**config.mk**
```make
export PLATFORM = sky130hd
export DESIGN_NAME = sext_ram
export DESIGN_NICKNAME = d
export VERILOG_FILES = /design/src/rtl/sext_pkg.sv /design/src/rtl/sext_ram.sv
export SDC_FILE = /design/constraint.sdc
export NUM_CORES = 2
export LEC_CHECK = 0
export BUFFER_PORTS_ARGS = -buffer_cell sky130_fd_sc_hd__buf_2
export CORE_MARGIN = 2
export CORE_UTILIZATION = 55
export DETAILED_ROUTE_END_ITERATION = 8
export PLACE_DENSITY = 0.83
export SYNTH_ARGS = -nofsm -noshare
export SYNTH_HDL_FRONTEND = slang
export SYNTH_SLANG_ARGS = --single-unit
```
**constraint.sdc**
```tcl
create_clock -name clk -period 2.2 [get_ports clk]
set_input_delay 0.11 -clock clk [delete_from_list [all_inputs] [get_ports clk]]
set_output_delay 0.11 -clock clk [all_outputs]
set_load 0.1 [all_outputs]
```
**src/rtl/sext_pkg.sv**
```systemverilog
// shared constants, types and the edit classifier for the seed extension edit checker
package sext_pkg;

  localparam int READ_DEPTH = 256;
  localparam int REF_DEPTH  = 256;
  localparam int LOOKAHEAD  = 5;
  localparam int READ_AW    = $clog2(READ_DEPTH);
  localparam int REF_AW     = $clog2(REF_DEPTH);

  localparam int BYTE_W  = 8;
  localparam int POS_W   = 8;
  localparam int RLEN_W  = 9;
  localparam int SLEN_W  = 7;
  localparam int THR_W   = 4;
  localparam int MODE_W  = 2;
  localparam int PROD_W  = POS_W + SLEN_W;
  localparam int RI_W    = PROD_W + 2;
  localparam int FI_W    = 11;
  localparam int STEP_W  = POS_W + 1;
  localparam int CNT_W   = $clog2(LOOKAHEAD + 2);
  localparam int CMP_W   = CNT_W + THR_W;

  localparam int IN_DATA_W  = 48;
  localparam int OUT_DATA_W = 8;
  localparam int APB_AW     = 3;
  localparam int APB_DW     = 32;
  localparam int REG_IDX_W  = APB_AW - 2;

  localparam logic [BYTE_W-1:0] SEPARATOR = 8'h58;

  localparam logic [MODE_W-1:0] MODE_LOAD_READ = 2'd0;
  localparam logic [MODE_W-1:0] MODE_LOAD_REF  = 2'd1;
  localparam logic [MODE_W-1:0] MODE_START     = 2'd2;

  localparam int REG_SEED_LENGTH    = 0;
  localparam int REG_EDIT_THRESHOLD = 1;

  localparam logic [SLEN_W-1:0] SEED_LENGTH_RST    = 7'd5;
  localparam logic [THR_W-1:0]  EDIT_THRESHOLD_RST = 4'd3;

  typedef enum logic [1:0] {
    EDIT_MIS,
    EDIT_INS,
    EDIT_DEL
  } edit_kind_t;

  typedef struct packed {
    logic              start;
    logic [RLEN_W-1:0] read_length;
    logic [POS_W-1:0]  seed_bin;
    logic [POS_W-1:0]  match_position;
  } sext_cmd_t;

  typedef struct packed {
    logic             idle;
    logic             done;
    logic             found;
    logic [POS_W-1:0] guide_position;
  } sext_res_t;

  function automatic edit_kind_t classify(
    input logic [CNT_W-1:0] mis,
    input logic [CNT_W-1:0] ins,
    input logic [CNT_W-1:0] del,
    input logic [CNT_W-1:0] span,
    input logic [THR_W-1:0] thr
  );
    logic [CNT_W-1:0] dm;
    logic [CNT_W-1:0] di;
    logic [CNT_W-1:0] dd;
    edit_kind_t       kind;
    dm = span - mis;
    di = span - ins;
    dd = span - del;
    if (mis >= ins && mis >= del && CMP_W'(dm) <= CMP_W'(thr)) begin
      kind = EDIT_MIS;
    end else if (ins > mis && ins > del && CMP_W'(di) <= CMP_W'(thr)) begin
      kind = EDIT_INS;
    end else if (del > mis && del > ins && CMP_W'(dd) <= CMP_W'(thr)) begin
      kind = EDIT_DEL;
    end else begin
      kind = EDIT_MIS;
    end
    return kind;
  endfunction

endpackage

```
**src/rtl/sext_ram.sv**
```systemverilog
// byte store with one write port and one registered read port
module sext_ram #(
  parameter int DEPTH = 256,
  parameter int AW    = $clog2(DEPTH)
) (
  input  logic                        clk,
  input  logic                        we,
  input  logic [AW-1:0]               waddr,
  input  logic [sext_pkg::BYTE_W-1:0] wdata,
  input  logic [AW-1:0]               raddr,
  output logic [sext_pkg::BYTE_W-1:0] rdata
);

  logic [sext_pkg::BYTE_W-1:0] mem [DEPTH];

  always_ff @(posedge clk) begin
    if (we) begin
      mem[waddr] <= wdata;
    end
    rdata <= mem[raddr];
  end

endmodule

```
* Yosys cells after proc, flatten, opt, wreduce, memory -nomap -nowiden
Memory sizes are Yosys's and may differ from the RTL's. A register that Yosys moved wholly into a read port is not among the register bits.
Cells that the tools add are included.
** Storage, ports and cells
- Register bits :: 0
- Memory bits (writable) :: 2048
- Memories kept :: 1
** Memories
- mem :: words 256, bits a word 8, read ports 1, clocked after Yosys merged registers in 1, wr ports 1, RTL line sext_ram.sv:14 : logic [sext_pkg::BYTE_W-1:0] mem [DEPTH];
** Cells by class
- Multiplexer cells :: 2
** Operator list (count)
- $mux 1 :: 2

* Longest topological paths before layout
- Word-level depth :: 2
- Gate-level depth with buffers :: 11
- Depth with buffers taken out :: 6

* Worst setup path after synthesis
Ideal clock, no wire load.
- Kind :: input to register
- Start point :: input port raddr[0]
- End point :: register rdata[2] (netlist bit) (read register of mem)
- Data arrival time :: 1.917 ns
- Path slack :: 0.152 ns
- Stages on the path :: 9
- Path buffers :: 4
- Cells stage by stage :: buf_6 -> buf_12 -> buf_8 -> buf_2 -> mux4_2 -> a22oi_1 -> a21oi_1 -> nor4_1 -> nor4_2
** RTL lines
- from (decl) :: RTL line sext_ram.sv:10 : input logic [AW-1:0] raddr,
- to (decl) :: RTL line sext_ram.sv:11 : output logic [sext_pkg::BYTE_W-1:0] rdata

==> results.json <==
{
  "num_io_pins": 34,
  "viasPerCell": 7.03,
  "dieArea_mm2": 0.148,
  "violations": "design-rule violations, negative setup slack",
  "holdWs_ns": 0.0862,
  "fillers": 8364,
  "hp-class": "input pin to register",
  "critPathCaptureType": "register",
  "startpoint_type": "register",
  "clock_latency_ns": 0.85,
  "ys_seq_elements": 2056,
  "yosys_warnings": 0,
  "drive_gt1_share_pct": 32.5,
  "slew_headroom_pct": 43.8,
  "cts-buffers-inserted": 188,
  "cts_tree": "built",
  "row_count": 139,
  "cts_root_buf": "clkbuf_16",
  "setup_ws_ns": -0.162,
  "ys_seq_area_share_pct": 77.5,
  "dr.pass1.iters": 9,
  "fmax_mhz": 423,
  "syn_inst": 3733,
  "cts_setup_buffers": 0,
  "slew_viol_final": 0,
  "crit_fanout": 1,
  "post-route-period-util_pct": 107,
  "synthArstFlopShare_pct": 0,
  "vias": 45400,
  "placed_cell_area_mm2": 0.0867,
  "ys.flop_type": "edfxtp_1",
  "grt_overflow": 0,
  "fin_setup_tns_ns": -0.531,
  "power_per_cell_area_mw_per_mm2": 867,
  "status": "complete, but fails checks",
  "fin_util_pct": 65.0,
  "grt_first_pass_wirelength_mm": 330,
  "rsz0062_at_grt": "yes",
  "start_util_pct": 55.4,
  "grt_max_degree": 86,
  "clock_sinks": 2056,
  "cp.arrival_ns": 3.07,
  "syn_to_final_growth_pct": 17.3,
  "power_mw": 80.9,
  "fin_area_mm2": 0.0933,
  "synthesis.area_mm2": 0.0796,
  "worstMarginPinSlew_ns": 0.842,
  "die_h_um": 384,
  "synth_edf_count": 2048,
  "synthDistinctLibCells": 55,
  "antenna_found_initial": 17,
  "fin_nets": 4423,
  "hold_violations": 0,
  "grt_use_total_pct": 31.3,
  "place_congestion": 0.900,
  "clkTransAtPathRegs_ns": 0.07,
  "finalSetupViolCount": 8,
  "skew_ns": 0.0380,
  "cp.required_ns": 2.91,
  "core_area_mm2": 0.144,
  "wl_per_cell_um": 35.5,
  "vdd_drop_max_mv": 0.912,
  "cap_violations": 0,
  "dpl.hpwl_mm": 130,
  "drt-initial-drc-count": 8865,
  "drc": 4,
  "ant_nets": 0,
  "p_leak_nw": 30.2,
  "clock_path_buffers": 3,
  "drt_wl_total_mm": 229,
  "grt_pass1_vias": 45800,
  "die_w_um": 384,
  "synth_nets": 3759,
  "htreeDepth": 4,
  "avgSynthCellArea_um2": 21.3,
  "port_buffers": 33,
  "crit_type": "register to register",
  "fin_crit_ns": 2.36
}
-- metrics by stage --
stage	setup slack [ns]	std cells
after floorplan	0.152	3733
after global placement	-1.03	6103
after detailed placement	-1.09	6103
after CTS	-0.116	6461
after global routing	-0.131	6461
final	-0.162	6466
-- placed cells by master (no fill, tap or decap), drive strengths merged, types with 8 or more instances in the layout --
master and count:
o21ai 12, nand3 34, dlygate4sd3 11, nand2 33, o221ai 47, a221oi 14
buf 688, mux4 456, clkbuf 234, nand2b 8, o22ai 28, nand4 10
nor2 282, clkinv 93, dfxtp 8, bufinv 16, nor3 22, a211oi 16
a22o 8, a21oi 96, mux2i 134, nor4 27, nor2b 31, a22oi 133
edfxtp 2048, o211ai 10, inv 9
-- synth_stat cells (all sizes together), types with 2 or more instances --
cell type  instances  area, µm²
edfxtp          2048      61500
mux4             456      10300
nor2             282       1060
mux2i            134       1340
a22oi            133        998
buf              122       1030
clkbuf           111        417
a21oi             96        480
o221ai            47        418
nand3             34        170
nand2             33        124
nor2b             31        194
o22ai             28        175
nor4              27        188
nor3              22        110
a211oi            16        120
a221oi            14        129
o21ai             12       60.1
nand4             10       62.6
o211ai            10       75.1
a22o               8       70.1
dfxtp              8        160
nand2b             8       50.1
and2               6       37.5
a2111oi            5       52.6
o22a               5       43.8
o32ai              5       51.3
or2                4       25.0
a311oi             2       17.5
a31oi              2       12.5
and3b              2       17.5
nand3b             2       15.0
-- layer usage --
metal | global-route usage [%] | vias up | wire length [µm]
li1 | - | 17000 | -
met1 | 39.2 | 22600 | 71300
met2 | 49.9 | 4734 | 109000
met3 | 9.12 | 1052 | 33000
met4 | 16.4 | 12 | 15600
met5 | 0 | - | 118
-- layout make-up --
| class | instances | area [µm²] | area share [%] |
|---|---|---|---|
| timing repair buffer | 707 | 6300 | 6.75 |
| clock buffer | 226 | 4850 | 5.19 |
| antenna | 7 | 17.5 | 0.0188 |
| multi-input combinational | 1442 | 17000 | 18.2 |
| tap | 1903 | 2380 | 2.55 |
| sequential | 2056 | 61700 | 66.1 |
| inverter | 2 | 7.51 | 0.00804 |
| clock inverter | 123 | 1160 | 1.25 |
-- path summary, 6_finish.rpt --
path                                             from               endpoint  slack (ns)  cells past startpoint
worst min-delay path                         waddr[1]  mem[155][0]$_DFFE_PP_        0.09                      4
worst max-delay path            mem[203][7]$_DFFE_PP_       rdata[7]$_DFF_P_       -0.16                      6
worst max register to register  mem[203][7]$_DFFE_PP_       rdata[7]$_DFF_P_       -0.16                      6
worst min register to register   mem[60][1]$_DFFE_PP_       rdata[1]$_DFF_P_        1.20                      6
-- flip-flops by register name, summed over array words and instances (netlist names) --
signal,cells
rdata,8
mem,2048
-- where the power goes --
part / total (mW) / leakage (nW) / internal, mW / switching (mW)
Sequential: 43.3 / 18.5 / 43.2 / 0.102
Combinational: 5.04 / 8.79 / 1.86 / 3.19
Clock: 32.6 / 2.91 / 17.7 / 14.9
-- kinds of logic (layout without fill, tap and decap cells) --
family,Yosys count,after routing,share of synthesized area [%]
compound gates,385,385,3.42
buf+inv,235,1058,1.83
flops,2056,2056,77.5
mux,591,591,14.6
other cells,0,7,0
simple gates,466,466,2.63
-- timing repair --
action,CTS,global route
hold buffers,11,0
endpoints found under the hold margin,465,0
pin swaps,15,14
endpoints found under the setup margin,8,8
gates resized for setup,52,28
-- worst max-delay path, stage by stage (launching register included) --
cell,delay (ns)
edfxtp_1,0.37
mux4_2,0.53
a22oi_1,0.37
a21oi_1,0.17
nor4_2,0.50
buf_4,0.25
nor4_2,0.05
(Power assumes the default switching activity.)
