--- src/rtl/sext_pkg.sv ---
// shared constants, types and the edit classifier for the seed extension edit checker
package sext_pkg;

  localparam int READ_DEPTH = 256;
  localparam int REF_DEPTH  = 256;
  localparam int LOOKAHEAD  = 5;
  localparam int READ_AW    = $clog2(READ_DEPTH);
  localparam int REF_AW     = $clog2(REF_DEPTH);

  localparam int BYTE_W  = 8;
  localparam int POS_W   = 8;
  localparam int RLEN_W  = 9;
  localparam int SLEN_W  = 7;
  localparam int THR_W   = 4;
  localparam int MODE_W  = 2;
  localparam int PROD_W  = POS_W + SLEN_W;
  localparam int RI_W    = PROD_W + 2;
  localparam int FI_W    = 11;
  localparam int STEP_W  = POS_W + 1;
  localparam int CNT_W   = $clog2(LOOKAHEAD + 2);
  localparam int CMP_W   = CNT_W + THR_W;

  localparam int IN_DATA_W  = 48;
  localparam int OUT_DATA_W = 8;
  localparam int APB_AW     = 3;
  localparam int APB_DW     = 32;
  localparam int REG_IDX_W  = APB_AW - 2;

  localparam logic [BYTE_W-1:0] SEPARATOR = 8'h58;

  localparam logic [MODE_W-1:0] MODE_LOAD_READ = 2'd0;
  localparam logic [MODE_W-1:0] MODE_LOAD_REF  = 2'd1;
  localparam logic [MODE_W-1:0] MODE_START     = 2'd2;

  localparam int REG_SEED_LENGTH    = 0;
  localparam int REG_EDIT_THRESHOLD = 1;

  localparam logic [SLEN_W-1:0] SEED_LENGTH_RST    = 7'd5;
  localparam logic [THR_W-1:0]  EDIT_THRESHOLD_RST = 4'd3;

  typedef enum logic [1:0] {
    EDIT_MIS,
    EDIT_INS,
    EDIT_DEL
  } edit_kind_t;

  typedef struct packed {
    logic              start;
    logic [RLEN_W-1:0] read_length;
    logic [POS_W-1:0]  seed_bin;
    logic [POS_W-1:0]  match_position;
  } sext_cmd_t;

  typedef struct packed {
    logic             idle;
    logic             done;
    logic             found;
    logic [POS_W-1:0] guide_position;
  } sext_res_t;

  function automatic edit_kind_t classify(
    input logic [CNT_W-1:0] mis,
    input logic [CNT_W-1:0] ins,
    input logic [CNT_W-1:0] del,
    input logic [CNT_W-1:0] span,
    input logic [THR_W-1:0] thr
  );
    logic [CNT_W-1:0] dm;
    logic [CNT_W-1:0] di;
    logic [CNT_W-1:0] dd;
    edit_kind_t       kind;
    dm = span - mis;
    di = span - ins;
    dd = span - del;
    if (mis >= ins && mis >= del && CMP_W'(dm) <= CMP_W'(thr)) begin
      kind = EDIT_MIS;
    end else if (ins > mis && ins > del && CMP_W'(di) <= CMP_W'(thr)) begin
      kind = EDIT_INS;
    end else if (del > mis && del > ins && CMP_W'(dd) <= CMP_W'(thr)) begin
      kind = EDIT_DEL;
    end else begin
      kind = EDIT_MIS;
    end
    return kind;
  endfunction

endpackage

--- src/rtl/sext_seq.sv ---
// extension sequencer: walks both stores one base per step with a shared compare unit
module sext_seq (
  input  logic                          clk,
  input  logic                          rst,
  input  sext_pkg::sext_cmd_t           cmd,
  input  logic [sext_pkg::SLEN_W-1:0]   seed_length,
  input  logic [sext_pkg::THR_W-1:0]    edit_threshold,
  input  logic                          res_take,
  input  logic [sext_pkg::BYTE_W-1:0]   rd_q,
  input  logic [sext_pkg::BYTE_W-1:0]   rf_q,
  output logic [sext_pkg::READ_AW-1:0]  rd_addr,
  output logic [sext_pkg::REF_AW-1:0]   rf_addr,
  output sext_pkg::sext_res_t           res
);

  localparam int RI_W   = sext_pkg::RI_W;
  localparam int FI_W   = sext_pkg::FI_W;
  localparam int CNT_W  = sext_pkg::CNT_W;
  localparam int THR_W  = sext_pkg::THR_W;
  localparam int STEP_W = sext_pkg::STEP_W;
  localparam int PROD_W = sext_pkg::PROD_W;
  localparam int SUM_W  = STEP_W + 1;

  typedef enum logic [3:0] {
    S_IDLE,
    S_MUL,
    S_DN_RD,
    S_DN_EV,
    S_LA_RD,
    S_LA_EV,
    S_CLASS,
    S_UP_INIT_RD,
    S_UP_INIT_EV,
    S_UP_RD,
    S_UP_EV,
    S_DONE
  } state_t;

  state_t                         state;
  logic                           up;
  logic [sext_pkg::RLEN_W-1:0]    rlen;
  logic [sext_pkg::POS_W-1:0]     bin;
  logic [sext_pkg::POS_W-1:0]     mpos;
  logic [PROD_W-1:0]              bs;
  logic [PROD_W-1:0]              prod;
  logic signed [RI_W-1:0]         ri;
  logic signed [RI_W-1:0]         la_ri;
  logic signed [RI_W-1:0]         rd_pos;
  logic signed [RI_W-1:0]         rlen_s;
  logic signed [FI_W-1:0]         fi;
  logic signed [FI_W-1:0]         la_fi;
  logic signed [FI_W-1:0]         rf_pos;
  logic [STEP_W-1:0]              j;
  logic [STEP_W-1:0]              k;
  logic [THR_W-1:0]               total;
  logic [CNT_W-1:0]               n;
  logic [CNT_W-1:0]               mis;
  logic [CNT_W-1:0]               ins;
  logic [CNT_W-1:0]               del;
  logic [CNT_W-1:0]               span;
  logic [sext_pkg::BYTE_W-1:0]    win0;
  logic [sext_pkg::BYTE_W-1:0]    win1;
  logic [sext_pkg::BYTE_W-1:0]    last_ref;
  logic [sext_pkg::BYTE_W-1:0]    rd_byte;
  logic [sext_pkg::BYTE_W-1:0]    rf_byte;
  logic                           rd_oob;
  logic                           rf_oob;
  logic                           rd_oob_q;
  logic                           rf_oob_q;
  logic                           base_eq;
  logic                           hit_mis;
  logic                           hit_ins;
  logic                           hit_del;
  logic                           ri_in_read;
  logic                           la_in_read;
  logic                           la_go;
  logic                           stop;
  logic                           ok;
  sext_pkg::edit_kind_t           kind;

  // store addressing, out of range reads as separator
  always_comb begin
    rd_pos = ri;
    rf_pos = fi;
    unique case (state)
      S_LA_RD: begin
        rd_pos = la_ri;
        rf_pos = la_fi;
      end
      S_UP_INIT_RD: rf_pos = FI_W'(mpos);
      default: ;
    endcase
  end

  assign rd_oob  = rd_pos[RI_W-1] || (rd_pos >= RI_W'(sext_pkg::READ_DEPTH));
  assign rf_oob  = rf_pos[FI_W-1] || (rf_pos >= FI_W'(sext_pkg::REF_DEPTH));
  assign rd_addr = rd_pos[sext_pkg::READ_AW-1:0];
  assign rf_addr = rf_pos[sext_pkg::REF_AW-1:0];
  assign rd_byte = rd_oob_q ? sext_pkg::SEPARATOR : rd_q;
  assign rf_byte = rf_oob_q ? sext_pkg::SEPARATOR : rf_q;

  // shared compare unit
  assign base_eq = rd_byte == rf_byte;
  assign hit_mis = up ? (rd_byte == win1) : (rd_byte == rf_byte);
  assign hit_ins = up ? (rd_byte == win0) : (rd_byte == win1);
  assign hit_del = up ? (rd_byte == rf_byte) : (win0 == rf_byte);

  assign prod       = PROD_W'(bin) * PROD_W'(seed_length);
  assign rlen_s     = $signed(RI_W'(rlen));
  assign ri_in_read = ri < rlen_s;
  assign la_in_read = up ? !la_ri[RI_W-1] : (la_ri < rlen_s);
  assign la_go      = (n < CNT_W'(sext_pkg::LOOKAHEAD)) && la_in_read &&
                      (!up || (win1 != sext_pkg::SEPARATOR));
  assign stop       = total >= edit_threshold;
  assign span       = up ? n : n + CNT_W'(1);
  assign kind       = sext_pkg::classify(mis, ins, del, span, edit_threshold);
  assign ok         = ((SUM_W'(j) + SUM_W'(k)) > SUM_W'(2)) && (total < edit_threshold);

  always_comb begin
    res.idle           = state == S_IDLE;
    res.done           = state == S_DONE;
    res.found          = ok;
    res.guide_position = ok ? mpos : '0;
  end

  always_ff @(posedge clk) begin
    rd_oob_q <= rd_oob;
    rf_oob_q <= rf_oob;
    if (rst) begin
      state <= S_IDLE;
    end else begin
      unique case (state)
        S_IDLE: begin
          if (cmd.start) begin
            rlen  <= cmd.read_length;
            bin   <= cmd.seed_bin;
            mpos  <= cmd.match_position;
            total <= '0;
            j     <= '0;
            k     <= '0;
            up    <= 1'b0;
            state <= S_MUL;
          end
        end
        S_MUL: begin
          bs    <= prod;
          ri    <= RI_W'(prod) + RI_W'(seed_length);
          fi    <= FI_W'(mpos) + FI_W'(seed_length);
          state <= S_DN_RD;
        end
        S_DN_RD: begin
          state <= stop ? S_UP_INIT_RD : S_DN_EV;
        end
        S_DN_EV: begin
          if (rf_byte == sext_pkg::SEPARATOR) begin
            state <= S_UP_INIT_RD;
          end else if (ri_in_read && !base_eq) begin
            n     <= '0;
            mis   <= '0;
            ins   <= '0;
            del   <= '0;
            win0  <= rd_byte;
            win1  <= rf_byte;
            la_ri <= ri + RI_W'(1);
            la_fi <= fi + FI_W'(1);
            state <= S_LA_RD;
          end else begin
            if (!ri_in_read) begin
              total <= total + THR_W'(1);
            end
            j     <= j + STEP_W'(1);
            ri    <= ri + RI_W'(1);
            fi    <= fi + FI_W'(1);
            state <= S_DN_RD;
          end
        end
        S_LA_RD: begin
          state <= la_go ? S_LA_EV : S_CLASS;
        end
        S_LA_EV: begin
          if (!up && rf_byte == sext_pkg::SEPARATOR) begin
            state <= S_CLASS;
          end else begin
            mis   <= mis + CNT_W'(hit_mis);
            ins   <= ins + CNT_W'(hit_ins);
            del   <= del + CNT_W'(hit_del);
            win0  <= up ? win1 : rd_byte;
            win1  <= rf_byte;
            n     <= n + CNT_W'(1);
            la_ri <= up ? la_ri - RI_W'(1) : la_ri + RI_W'(1);
            la_fi <= up ? la_fi - FI_W'(1) : la_fi + FI_W'(1);
            state <= S_LA_RD;
          end
        end
        S_CLASS: begin
          total <= total + THR_W'(1);
          if (up) begin
            k  <= k + STEP_W'(1);
            fi <= fi - FI_W'(1);
            unique case (kind)
              sext_pkg::EDIT_INS: ri <= ri - RI_W'(2);
              sext_pkg::EDIT_DEL: ri <= ri;
              default:            ri <= ri - RI_W'(1);
            endcase
            state <= S_UP_RD;
          end else begin
            j  <= j + STEP_W'(1);
            fi <= fi + FI_W'(1);
            unique case (kind)
              sext_pkg::EDIT_INS: ri <= ri + RI_W'(2);
              sext_pkg::EDIT_DEL: ri <= ri;
              default:            ri <= ri + RI_W'(1);
            endcase
            state <= S_DN_RD;
          end
        end
        S_UP_INIT_RD: begin
          ri    <= RI_W'(bs) - RI_W'(1);
          fi    <= FI_W'(mpos) - FI_W'(1);
          up    <= 1'b1;
          state <= S_UP_INIT_EV;
        end
        S_UP_INIT_EV: begin
          last_ref <= rf_byte;
          state    <= S_UP_RD;
        end
        S_UP_RD: begin
          state <= stop ? S_DONE : S_UP_EV;
        end
        S_UP_EV: begin
          if (rf_byte == sext_pkg::SEPARATOR) begin
            state <= S_DONE;
          end else begin
            last_ref <= rf_byte;
            if (!ri[RI_W-1] && !base_eq) begin
              n     <= '0;
              mis   <= '0;
              ins   <= '0;
              del   <= '0;
              win0  <= last_ref;
              win1  <= rf_byte;
              la_ri <= ri;
              la_fi <= fi - FI_W'(1);
              state <= S_LA_RD;
            end else begin
              if (ri[RI_W-1]) begin
                total <= total + THR_W'(1);
              end
              k     <= k + STEP_W'(1);
              ri    <= ri - RI_W'(1);
              fi    <= fi - FI_W'(1);
              state <= S_UP_RD;
            end
          end
        end
        S_DONE: begin
          if (res_take) begin
            state <= S_IDLE;
          end
        end
        default: state <= S_IDLE;
      endcase
    end
  end

endmodule

--- config.mk ---
export PLATFORM = sky130hd
export DESIGN_NAME = sext_seq
export DESIGN_NICKNAME = d
export VERILOG_FILES = /design/src/rtl/sext_pkg.sv /design/src/rtl/sext_seq.sv
export SDC_FILE = /design/constraint.sdc
export NUM_CORES = 1
export LEC_CHECK = 0
export ABC_AREA = 0
export BUFFER_PORTS_ARGS = -buffer_cell sky130_fd_sc_hd__buf_4
export CORE_ASPECT_RATIO = 0.5
export CORE_MARGIN = 5
export CORE_UTILIZATION = 57
export CTS_CLUSTER_SIZE = 30
export DETAILED_ROUTE_END_ITERATION = 6
export PLACE_DENSITY = 0.78
export SETUP_SLACK_MARGIN = 0.1
export SYNTH_ARGS = -nofsm -noshare
export SYNTH_HDL_FRONTEND = slang
export SYNTH_SLANG_ARGS = --single-unit
--- constraint.sdc ---
create_clock -name clk -period 9.57 [get_ports clk]
set_clock_uncertainty 0.05 [all_clocks]
set_input_delay 1.914 -clock clk [delete_from_list [all_inputs] [get_ports clk]]
set_output_delay 1.914 -clock clk [all_outputs]
set_load 0.005 [all_outputs]
# Word-level counts from Yosys, hierarchy flattened
# Index checks and enable logic that the tools add are counted.
# word_totals
register_bits	161
input_bits	56
out_inout_bits	27
# op_classes
addsub	25
mul	1
order_cmp	17
n_eq_ne	33
muxes	99
n_bitwise	1
n_reduce_logical	38
# ops
operator	n
17-bit two-way mux	12
11-bit two-way mux	11
8-bit two-way mux	15
17-bit one-hot mux with 5 select lines	1
17-bit one-hot mux with 2 select lines	2
9-bit two-way mux	7
11-bit one-hot mux with 5 select lines	1
9-bit one-hot mux with 3 select lines	2
17-bit one-hot mux with 3 select lines	1
4-bit two-way mux	12
4-bit one-hot mux with 12 select lines	1
8-bit one-hot mux with 3 select lines	2
3-bit two-way mux	12
3-bit one-hot mux with 3 select lines	4
17-bit by 2-bit adder with 17-bit output (second input constant)	2
17-bit by 10-bit < comparator with 1-bit output	2
17-bit by 2-bit subtractor with 17-bit output (second input constant)	2
11-bit one-hot mux with 3 select lines	1
8-bit equality test	4
2-bit inequality test (second input constant)	14
11-bit by 2-bit adder with 11-bit output (second input constant)	2
11-bit one-hot mux with 2 select lines	1
11-bit by 2-bit subtractor with 11-bit output (second input constant)	2
9-bit by 1-bit adder with 9-bit output (second input constant)	2
48 further kinds	99

# Depth between registers and ports, before layout
# Gate-level depths: netlist (run 1).
# depth
word_depth	12
mapped_depth	19

# Least setup slack after synthesis (run 1)
# Ideal clock, no wire load.
# synth_timing
path_kind	input -> register
start	input port rd_q[5] (netlist name)
end	register del[0], enable pin
arrival_time_ps	8398
slack_ps	514
path_stages	9
n_path_buf	1
cell_sequence	clkbuf_1 xnor2_1 a31oi_1 o21ai_0 nand4_1 inv_1 a211oi_2 nor2_1 nor4_1
# synth_between
elab_chain_cells	6
elab_cells_between_ends	8
classes_between	eq/ne (3); mux (1); reduce/logical (4)
# synth_rtl
element	line	source
start, declared	sext_seq.sv:9	input logic [sext_pkg::BYTE_W-1:0] rd_q,
8-bit two-way mux (*)	sext_seq.sv:99	assign rd_byte = rd_oob_q ? sext_pkg::SEPARATOR : rd_q;
8-bit equality test (*)	sext_seq.sv:103	assign base_eq = rd_byte == rf_byte;
1-bit zero test (*)	sext_seq.sv:157, sext_seq.sv:235	
1-bit logical AND, on equally long branches	sext_seq.sv:235, sext_seq.sv:157	
2-bit inequality test (no source line)	-	
7-bit AND reduction (no source line) (*)	-	
end signal, assigned	sext_seq.sv:186	del <= del + CNT_W'(hit_del);
end, declared	sext_seq.sv:59	logic [CNT_W-1:0] del;
# Mark *: on every way between the ends. The rest lies on a longest branch, timed or not.
# A chain may end at the register's enable or synchronous reset.

# Worst setup path after layout (run 1)
# layout_timing
start	input port seed_length[3] (netlist name)
end	register ri[14], data pin
# layout_between
elab_chain_cells	3
# layout_rtl
element	line	source
start, declared	sext_seq.sv:6	input logic [sext_pkg::SLEN_W-1:0] seed_length,
8-bit by 7-bit multiplier with 15-bit output	sext_seq.sv:108	assign prod = PROD_W'(bin) * PROD_W'(seed_length);
via prod[6]	sext_seq.sv:45	logic [PROD_W-1:0] prod;
15-bit by 7-bit adder with 16-bit output	sext_seq.sv:147	ri <= RI_W'(prod) + RI_W'(seed_length);
17-bit one-hot mux with 5 select lines	sext_seq.sv:132	unique case (state)
end signal, assigned	sext_seq.sv:147	
end signal, assigned	sext_seq.sv:172	ri <= ri + RI_W'(1);
end signal, assigned	sext_seq.sv:201	sext_pkg::EDIT_INS: ri <= ri - RI_W'(2);
end, declared	sext_seq.sv:46	logic signed [RI_W-1:0] ri;
# The timed path passes the listed nets, and every way through them passes these cells.

==> flow_summary.ini, run 1 <==
[setup_path]
worst-path-buf-inv = 5
endpoint_kind = flop
slowest_stage = fa_1
crit_required_ps = 9850
crit_fanout = 10
path_cells = buf_4, and2_1, fa_1, inv_1, fa_1, inv_1, fa_1, inv_1, fa_1, inv_1, ha_1, xnor2_1, ha_1, o21a_1, o31a_1, o21a_4, nand3_1, nand2b_1, or4_1, nand3b_1
startpoint_type = input port
arrival_ps = 6810
crit_type = in -> reg
slowest_delay_ps = 550
reg2regPathDepth = 19
cp_top_family = adder cells
cp.depth = 20

[clock_tree]
cts-root-buf = clkbuf_16
ctsHoldBuffers = 0
cts_buffer_depth = 2
post_cts_resize_count = 0
path_clk_slew_ps = 70
cts_num_sinks = 161
cts_tree = yes
clk_latency_ps = 460
cts_made_buffers = 17
cts_max_level = 4
cts_setup_buffers = 0

[synthesis]
synth_edf_count = 155
syn_inst = 1658
synth_flop_cell = edfxtp_1
synth.cell_area_sq_um = 15150
synth_cell_types = 92
ys_seq_area_frac = 0.3151
synthArstFlopShare = 0
postSynthAreaPerCell_sq_um = 9.138
synth_warnings = 0
synth_seq_cells = 161
syn_nets = 1885

[sta]
fin_ws_ps = 3041
min_period_ps = 6529
max_slew_margin = 0.1293
worst_slew_pin_slew_ps = 1306
period_share = 0.6822
fmax_ghz = 0.1532
final.setup.tns_ps = 0
hold_viol_final = 0
setup_viol = 0
maxSlewViolCount = 0
hold_ws_ps = 505.5
rsz0062_at_grt = no

[global_route]
grt_pass1_wl_mm = 70.00
grt_pass1_vias = 13180
grt_usage = 0.2889
grt_max_degree = 62
grt_antenna_before_repair = 1
grt_overflow = 0

[detailed_routing]
drtIter0Drc = 1692
ant_nets = 0
routed_wl_mm = 44.17
drt_first_pass_iters = 7
drc = 0
wl_per_cell_um = 21.39
via_count = 13450
vias_per_cell = 6.514

[flow_run]
cap_violations = 0

[placement]
place.gp.congestion = 0.9726
preCtsSetupSlack_ps = 2662
io_buffers = 82
dpl.hpwl_mm = 32.41

[layout]
mostFrequentLayoutCells = 155 x edfxtp_1, 135 x ha_1, 120 x nand2_1, 117 x nor2_1, 103 x buf_4
syn_to_final_growth_pct = 9.637
layout_commonest_cell = edfxtp_1
final_util = 0.6309
nets = 1926
layout-drive-gt1-share = 0.1069

[pwr]
power.total_mw = 4.284
p_leak_nw = 6.557
power_density_nw_per_um2 = 257.9
vdd_drop_max_mv = 0.1892

[floorplan]
ioPinCount = 83
die_x_um = 240.6
core_sq_um = 26330
die_h_um = 125.3
start_util = 0.5755
num_rows = 42
die_area_sq_um = 30140

[worst_hold_path]
hp-class = reg -> reg
hold_depth = 1

[outcome]
status = finished clean
## per-stage QoR
| stage | cells | instance area, sq um |
|---|---|---|
| 4_1_cts | 2064 | 16610 |
| 3_5_place_dp | 2032 | 16050 |
| 5_1_grt | 2065 | 16610 |
| 2_1_floorplan | 1658 | 15150 |
| 6_report | 2065 | 16610 |
| 3_3_place_gp | 2032 | 16050 |
## worst paths after layout
check	from	end	slack [ps]
setup / recovery	seed_length[3]	ri[14]	3040
hold / removal	last_ref[2]	win0[2]	510
setup reg to reg	bin[3]	ri[14]	4150
hold reg to reg	last_ref[2]	win0[2]	510
## cells in the mapped netlist (9+ instances only)
library cell  instances  area share
edfxtp_1            155        0.31
ha_1                135        0.11
nand2_1             120       0.030
nor2_1              120       0.030
inv_1               101       0.025
o21ai_0              95       0.031
a21oi_1              91       0.030
xnor2_1              79       0.046
and2_1               68       0.028
xor2_1               60       0.035
clkbuf_1             59       0.015
nor3_1               45       0.015
nand3_1              43       0.014
fa_1                 36       0.048
o22ai_1              24      0.0099
a22oi_1              23       0.011
a21o_1               22       0.011
and3_1               20      0.0083
nor2b_1              20      0.0083
nand2b_1             19      0.0078
o221ai_1             19       0.011
a31oi_1              17      0.0070
nand4_1              17      0.0070
nor4_1               16      0.0066
a221o_1              14      0.0092
a221oi_1             14      0.0081
o211ai_1             14      0.0069
a211oi_1             10      0.0050
mux2i_1              10      0.0066
o21a_1               10      0.0050
or2_2                 9      0.0037
## power breakdown
| group | total, mW | internal (mW) | switching (mW) |
|---|---|---|---|
| combinational | 2.32 | 0.970 | 1.35 |
| clock | 0.673 | 0.359 | 0.313 |
| sequential | 1.29 | 1.04 | 0.251 |
## kinds of logic after synthesis
logic type      after synthesis  share of synthesized area
simple gates                549                     0.1866
compound gates              438                     0.1972
buf+inv                     182                    0.04839
fa+ha+maj                   171                     0.1591
flops                       161                     0.3151
xor+xnor                    141                    0.08250
mux                          16                    0.01107
## layer usage
metal  vias to the layer above  wire length, um  track usage
li1                       6228                -            -
met1                      6460            18440       0.3956
met2                       661            19900       0.4488
met3                       102             4659      0.07657
met4                         0             1169      0.09467
met5                         -                0     0.004785
## worst register-to-register path, stage by stage, from the launching register on
cell and delay, ps:
edfxtp_1 490, and2_1 210, fa_1 530, inv_1 50, fa_1 470, inv_1 60
fa_1 530, inv_1 60, fa_1 550, inv_1 50, ha_1 370, xnor2_1 190
ha_1 360, o21a_1 160, o31a_1 190, o21a_4 140, nand3_1 130, nand2b_1 210
or4_1 400, nand3b_1 90
## cell type report
cell class	count	area [sq um]
Multi-Input combinational cell	1315	9682
Timing Repair Buffer	103	773.2
Clock buffer	17	425.4
Tap cell	352	440.4
Clock inverter	15	133.9
Antenna cell	1	2.502
Fill cell	2162	9717
Sequential cell	161	4775
Inverter	101	379.1
## flip-flops by register name (all words and copies together), names as in the netlist
register  cells
bs           15
fi           11
del           3
state         4
win0          8
mis           3
last_ref      8
n             3
ri           17
k             9
j             9
rlen          9
up            1
win1          8
la_ri        17
mpos          8
la_fi        11
total         4
ins           3
rf_oob_q      1
bin           8
rd_oob_q      1
Power figures use the tool's default switching activity.
==> run 2: changes to the inputs <==
Settings changed: ABC_AREA 0 to 1, CORE_UTILIZATION 57 to 58, PLACE_DENSITY 0.78 to 0.76.
Clock period 9.57 ns to 6.6 ns, I/O delays scaled along.
==> flow_summary.ini, run 2 <==
[outcome]
status = finished clean

[global_route]
grt_overflow = 0
grt_antenna_before_repair = 1
grt_pass1_wl_mm = 70.70
grt_pass1_vias = 13390
grt_max_degree = 40
grt_usage = 0.2876

[detailed_routing]
vias_per_cell = 5.693
drc = 0
drt_first_pass_iters = 6
wl_per_cell_um = 17.47
via_count = 14510
ant_nets = 0
drtIter0Drc = 1518
routed_wl_mm = 44.51

[synthesis]
synth_top_family_by_area = simple AND/OR/NAND/NOR gates
synth_compound_area_frac = 0.1018
synth_commonest_cells = 517 x nand2_1, 333 x inv_1, 196 x nor2_1
synth_cell_types = 58
postSynthAreaPerCell_sq_um = 7.382
synth_most_common_cell = nand2_1
synth_area_leaders = edfxtp_1 30%, nand2_1 12%, ha_1 11%
synth_top_area_frac = 0.2959
synth_flop_cell = edfxtp_1
syn_inst = 2131
synth_edf_count = 155
synthXorXnorAreaFrac = 0.06458
synthMuxAreaShare = 0
synth.cell_area_sq_um = 15730
synth_top_area_cell = edfxtp_1
ys_seq_area_frac = 0.3035
synth-simple-area-share = 0.2755
synthArstFlopShare = 0
synth_seq_cells = 161
synth_warnings = 0
syn_nets = 2358
synthAdderAreaFrac = 0.1532

[layout]
multiInputGateArea_sq_um = 9394
ff_latch_area_sq_um = 4775
n_antenna_cell = 0
layout-drive-gt1-share = 0.08015
reg.largest.list = la_ri x17, ri x17, bs x15
finalNonFillerCells = 2548
mostFrequentLayoutCells = 517 x nand2_1, 333 x inv_1, 192 x nor2_1, 156 x nand3_1, 155 x edfxtp_1
nets = 2410
layout_commonest_cell = nand2_1
fill_cells = 2368
syn_to_final_growth_pct = 9.107

[sta]
min_period_ps = 5558
fmax_ghz = 0.1799
setup_viol = 0
period_share = 0.8420
fin_ws_ps = 1042
rsz0062_at_grt = no
worst_slew_pin_slew_ps = 1162
maxSlewViolCount = 0
hold_viol_final = 0
max_slew_margin = 0.2235
final.setup.tns_ps = 0

[setup_path]
crit_type = in -> reg
r2r_slack_ps = 1470
reg2regPathDepth = 19
crit_required_ps = 6750
path_cells = buf_4, nand2_1, fa_1, fa_1, inv_1, fa_1, inv_1, fa_1, inv_1, ha_1, xor2_1, ha_1, nand2_1, o21a_1, nand2_1, nand3_1, nor2_1, nand2_1, nand2_1, nand3_1
critical_path.most_common_cell = nand2_1
r2r-start = bin[0]
arrival_ps = 5710
startpoint_type = input port
endpoint_kind = flop
crit_fanout = 10
slowest_stage = fa_1
slowest_delay_ps = 560
r2r-end = ri[13]

[floorplan]
ioPinCount = 83
die_x_um = 242.9
num_rows = 42
die_area_sq_um = 30720
die_h_um = 126.5
start_util = 0.5916
core_sq_um = 26590

[placement]
io_buffers = 82
dpl.hpwl_mm = 34.63
place.gp.congestion = 0.9901
dp.cells = 2516
preCtsSetupSlack_ps = 572.4

[pwr]
vdd_drop_max_mv = 0.2256
p_leak_nw = 8.277
power.total_mw = 6.123
power_density_nw_per_um2 = 356.7

[worst_hold_path]
hp-class = reg -> reg
hold_depth = 2
min-delay-start = last_ref[3]
holdPathEnd = win0[3]

[clock_tree]
path_clk_slew_ps = 70
cts_tree = yes
cts_setup_buffers = 0
cts_buffer_depth = 2
cts-root-buf = clkbuf_16
cts_num_sinks = 161
cts_max_level = 4
cts_made_buffers = 17
clk_latency_ps = 470
ctsHoldBuffers = 0
post_cts_resize_count = 0

[flow_run]
cap_violations = 0
==> run 2: cell count changes in the layout (fill, tap and decap cells not counted), sizes merged, moves of 20 or more <==
cell / delta
xnor2: -59
inv: +250
xor2: +34
o21ai: -20
nand3: +114
and2: -67
nor2: +92
nand2: +403
nand4: +23
nor2b: -20
==> run 2: cell type report <==
cell class	count	area share
flip-flops and latches	161	0.2782
inverters	351	0.07705
clock buffers	17	0.02478
clock inverters	15	0.008529
multi-input cells	1564	0.5473
well taps	352	0.02566
repair buffers	88	0.03849
==> run 2: worst max path at each step <==
stage	startpoint	to	slack [ps]	depth (start not counted)
floorplan	seed_length[6]	ri[13]	840	20
detailed placement	seed_length[6]	ri[13]	570	20
global placement	seed_length[3]	ri[13]	670	22
finish	seed_length[6]	ri[13]	1040	20
global route	seed_length[6]	ri[13]	800	20
CTS	seed_length[6]	ri[13]	1050	20
==> run 2: kinds of logic (layout without fill, tap and decap cells) <==
group                    after synthesis  in the layout
AO/OA/AOI/OAI                        270            270
XOR/XNOR                             116            116
adder cells (fa/ha/maj)              171            171
buffers and inverters                406            471
flip-flops                           161            161
AND/OR/NAND/NOR                     1007           1007
==> run 2: worst max-delay path: cells and delay by family <==
family                   cells  cell delay (ps)
adder cells (fa/ha/maj)      6             2820
AND/OR/NAND/NOR              8              820
buffers and inverters        4              330
XOR/XNOR                     1              200
AO/OA/AOI/OAI                1              190
==> run 2: power breakdown <==
part / internal (mW) / switching (mW) / total [mW]
Sequential: 1.48 / 0.265 / 1.74
Clock: 0.529 / 0.469 / 0.997
Combinational: 1.20 / 2.18 / 3.38
==> run 2: per-layer routing <==
metal | GRT usage | share of wire | up-vias
li1 | - | - | 7132
met1 | 0.4126 | 0.46 | 6672
met2 | 0.4317 | 0.42 | 624
met3 | 0.07797 | 0.10 | 75
met4 | 0.08067 | 0.023 | 2
met5 | 0 | 0.00027 | -
==> run 2: metrics by stage <==
stage                     area, sq um  hold WS [ps]  utilization
final                           17160         505.0       0.6455
after global routing            17160         531.1       0.6455
after CTS                       17160         511.2       0.6455
after detailed placement        16590         495.3       0.6240
after global placement          16590         486.5       0.6240
after floorplan                 15730         414.2            -
==> run 3: changes to the inputs <==
Settings changed: ABC_AREA 1 to 0, CORE_UTILIZATION 58 to 57, PLACE_DENSITY 0.76 to 0.78.
Clock period 6.6 ns to 4.7 ns, I/O delays scaled along.
==> flow_summary.ini, run 3 (synthesis gave the netlist of run 1 again) <==
[detailed_routing]
route.met3.wl_mm = 4.376
wl_met1_mm = 19.67
via_count = 14070
drtIter0Drc = 1698
drc = 1
maxUsedRoutingLayer = met4
vias_per_cell = 6.539
wl_per_cell_um = 21.94
routed_wl_mm = 47.22
met2_wirelength_mm = 21.73
drt_first_pass_iters = 7
ant_nets = 0

[floorplan]
die_area_sq_um = 30140
die_x_um = 240.6
die_h_um = 125.3
core_sq_um = 26330
ioPinCount = 83
num_rows = 42
start_util = 0.5755

[setup_path]
crit_type = in -> reg
crit_fanout = 5
startpoint_type = input port
endpoint_kind = flop
slowest_stage = fa_1
slowest_delay_ps = 560
arrival_ps = 5380
path_cells = buf_8, and2_4, fa_1, inv_2, fa_1, inv_1, fa_1, inv_1, fa_1, inv_2, ha_4, buf_6, buf_6, o21ai_2, a21oi_2, and2_4, o41ai_4, xnor2_2, nand3_2, or4_1, nand3b_1
crit_required_ps = 4970
critical_path.most_common_cell = fa_1

[clock_tree]
path_clk_slew_ps = 70
cts_tree = yes
cts_made_buffers = 17
cts_num_sinks = 161
cts-root-buf = clkbuf_16
clk_latency_ps = 460
cts_buffer_depth = 2
cts_max_level = 4

[flow_run]
cap_violations = 0

[layout]
layout_commonest_cell = buf_4
final_util = 0.6734
reg.largest.list = la_ri x17, ri x17, bs x15
fill_cells = 2024
syn_to_final_growth_pct = 17.01
mostFrequentLayoutCells = 182 x buf_4, 155 x edfxtp_1, 126 x ha_1, 119 x nand2_1, 117 x nor2_1
final_cell_area_sq_um = 17730
nets = 2014
n_antenna_cell = 0
finalNonFillerCells = 2152
layout-drive-gt1-share = 0.1761

[sta]
worst_slew_pin_slew_ps = 1103
hold_viol_final = 0
period_share = 1.088
hold_ws_ps = 501.2
setup_viol = 10
max_slew_margin = 0.2626
maxSlewViolCount = 0
fmax_ghz = 0.1955
final.setup.tns_ps = -2960
rsz0062_at_grt = yes
fin_ws_ps = -415.6
min_period_ps = 5116

[placement]
preCtsSetupSlack_ps = -864.6
dp.cells = 2109
place.gp.congestion = 0.9528
io_buffers = 82
dpl.hpwl_mm = 34.23
postPlaceCellArea_sq_um = 16730

[pwr]
vdd_drop_max_mv = 0.5095
p_clk_frac = 0.140
p_switching_mw = 4.569
power.total_mw = 10.68
power_density_nw_per_um2 = 602.6
combPwrFrac = 0.614
p_leak_nw = 7.133
p_sw_frac = 0.4277
power_frac_seq = 0.246
internal_power_mw = 6.114

[outcome]
violations = DRC, setup timing
status = finished, violations left

[global_route]
grt_antenna_before_repair = 0
grt_pass1_wl_mm = 73.90
grt_pass1_vias = 13850
grt_max_degree = 62
grt_overflow = 0
grt_usage = 0.3066

[worst_hold_path]
hp-class = reg -> reg
## run 3: cell type report
class	count	area, sq um	share of cell area
clock buffer	18	429.2	0.02421
clock inverter	14	177.7	0.01002
inverter	101	379.1	0.02138
multi-input combinational	1315	10060	0.5672
sequential	161	4775	0.2693
tap	352	440.4	0.02484
timing repair buffer	191	1471	0.08300
## run 3: final timing paths
path                  startpoint  endpoint  slack (ps)  cells after the start
setup reg to reg          bin[4]    ri[14]        -340                     20
hold / removal       last_ref[2]   win0[2]         500                      1
setup / recovery  seed_length[1]    ri[14]        -420                     21
hold reg to reg      last_ref[2]   win0[2]         500                      1
## run 3: what timing repair did
item | 4_1_cts | 5_1_grt
pin swaps | 31 | 30
setup buffers | 7 | 8
hold buffers | 0 | 0
endpoints found under the setup margin | 12 | 18
gates resized for setup | 35 | 18
## run 3: power by group through the flow
| stage | logic, mW | registers, mW | clock network (mW) |
|---|---|---|---|
| 6_report | 6.56 | 2.63 | 1.50 |
| 5_1_grt | 7.05 | 2.66 | 1.57 |
| 2_1_floorplan | 3.79 | 2.31 | 0 |
| 3_3_place_gp | 5.30 | 2.61 | 0 |
| 4_1_cts | 6.19 | 2.60 | 1.50 |
| 3_5_place_dp | 5.50 | 2.63 | 0 |
## run 3: layer usage
metal	track usage	vias up
met3	0.05655	145
met5	0	-
met1	0.4240	6712
met2	0.4899	811
li1	-	6405
met4	0.1027	0
## run 3: critical path, delay by kind of cell
kind	cells	cell delay, ps
adders and majority gates	5	2250
and+or+nand+nor	5	980
buffers and inverters	7	540
AOI/OAI and AO/OA	3	470
xor gates and xnor gates	1	220
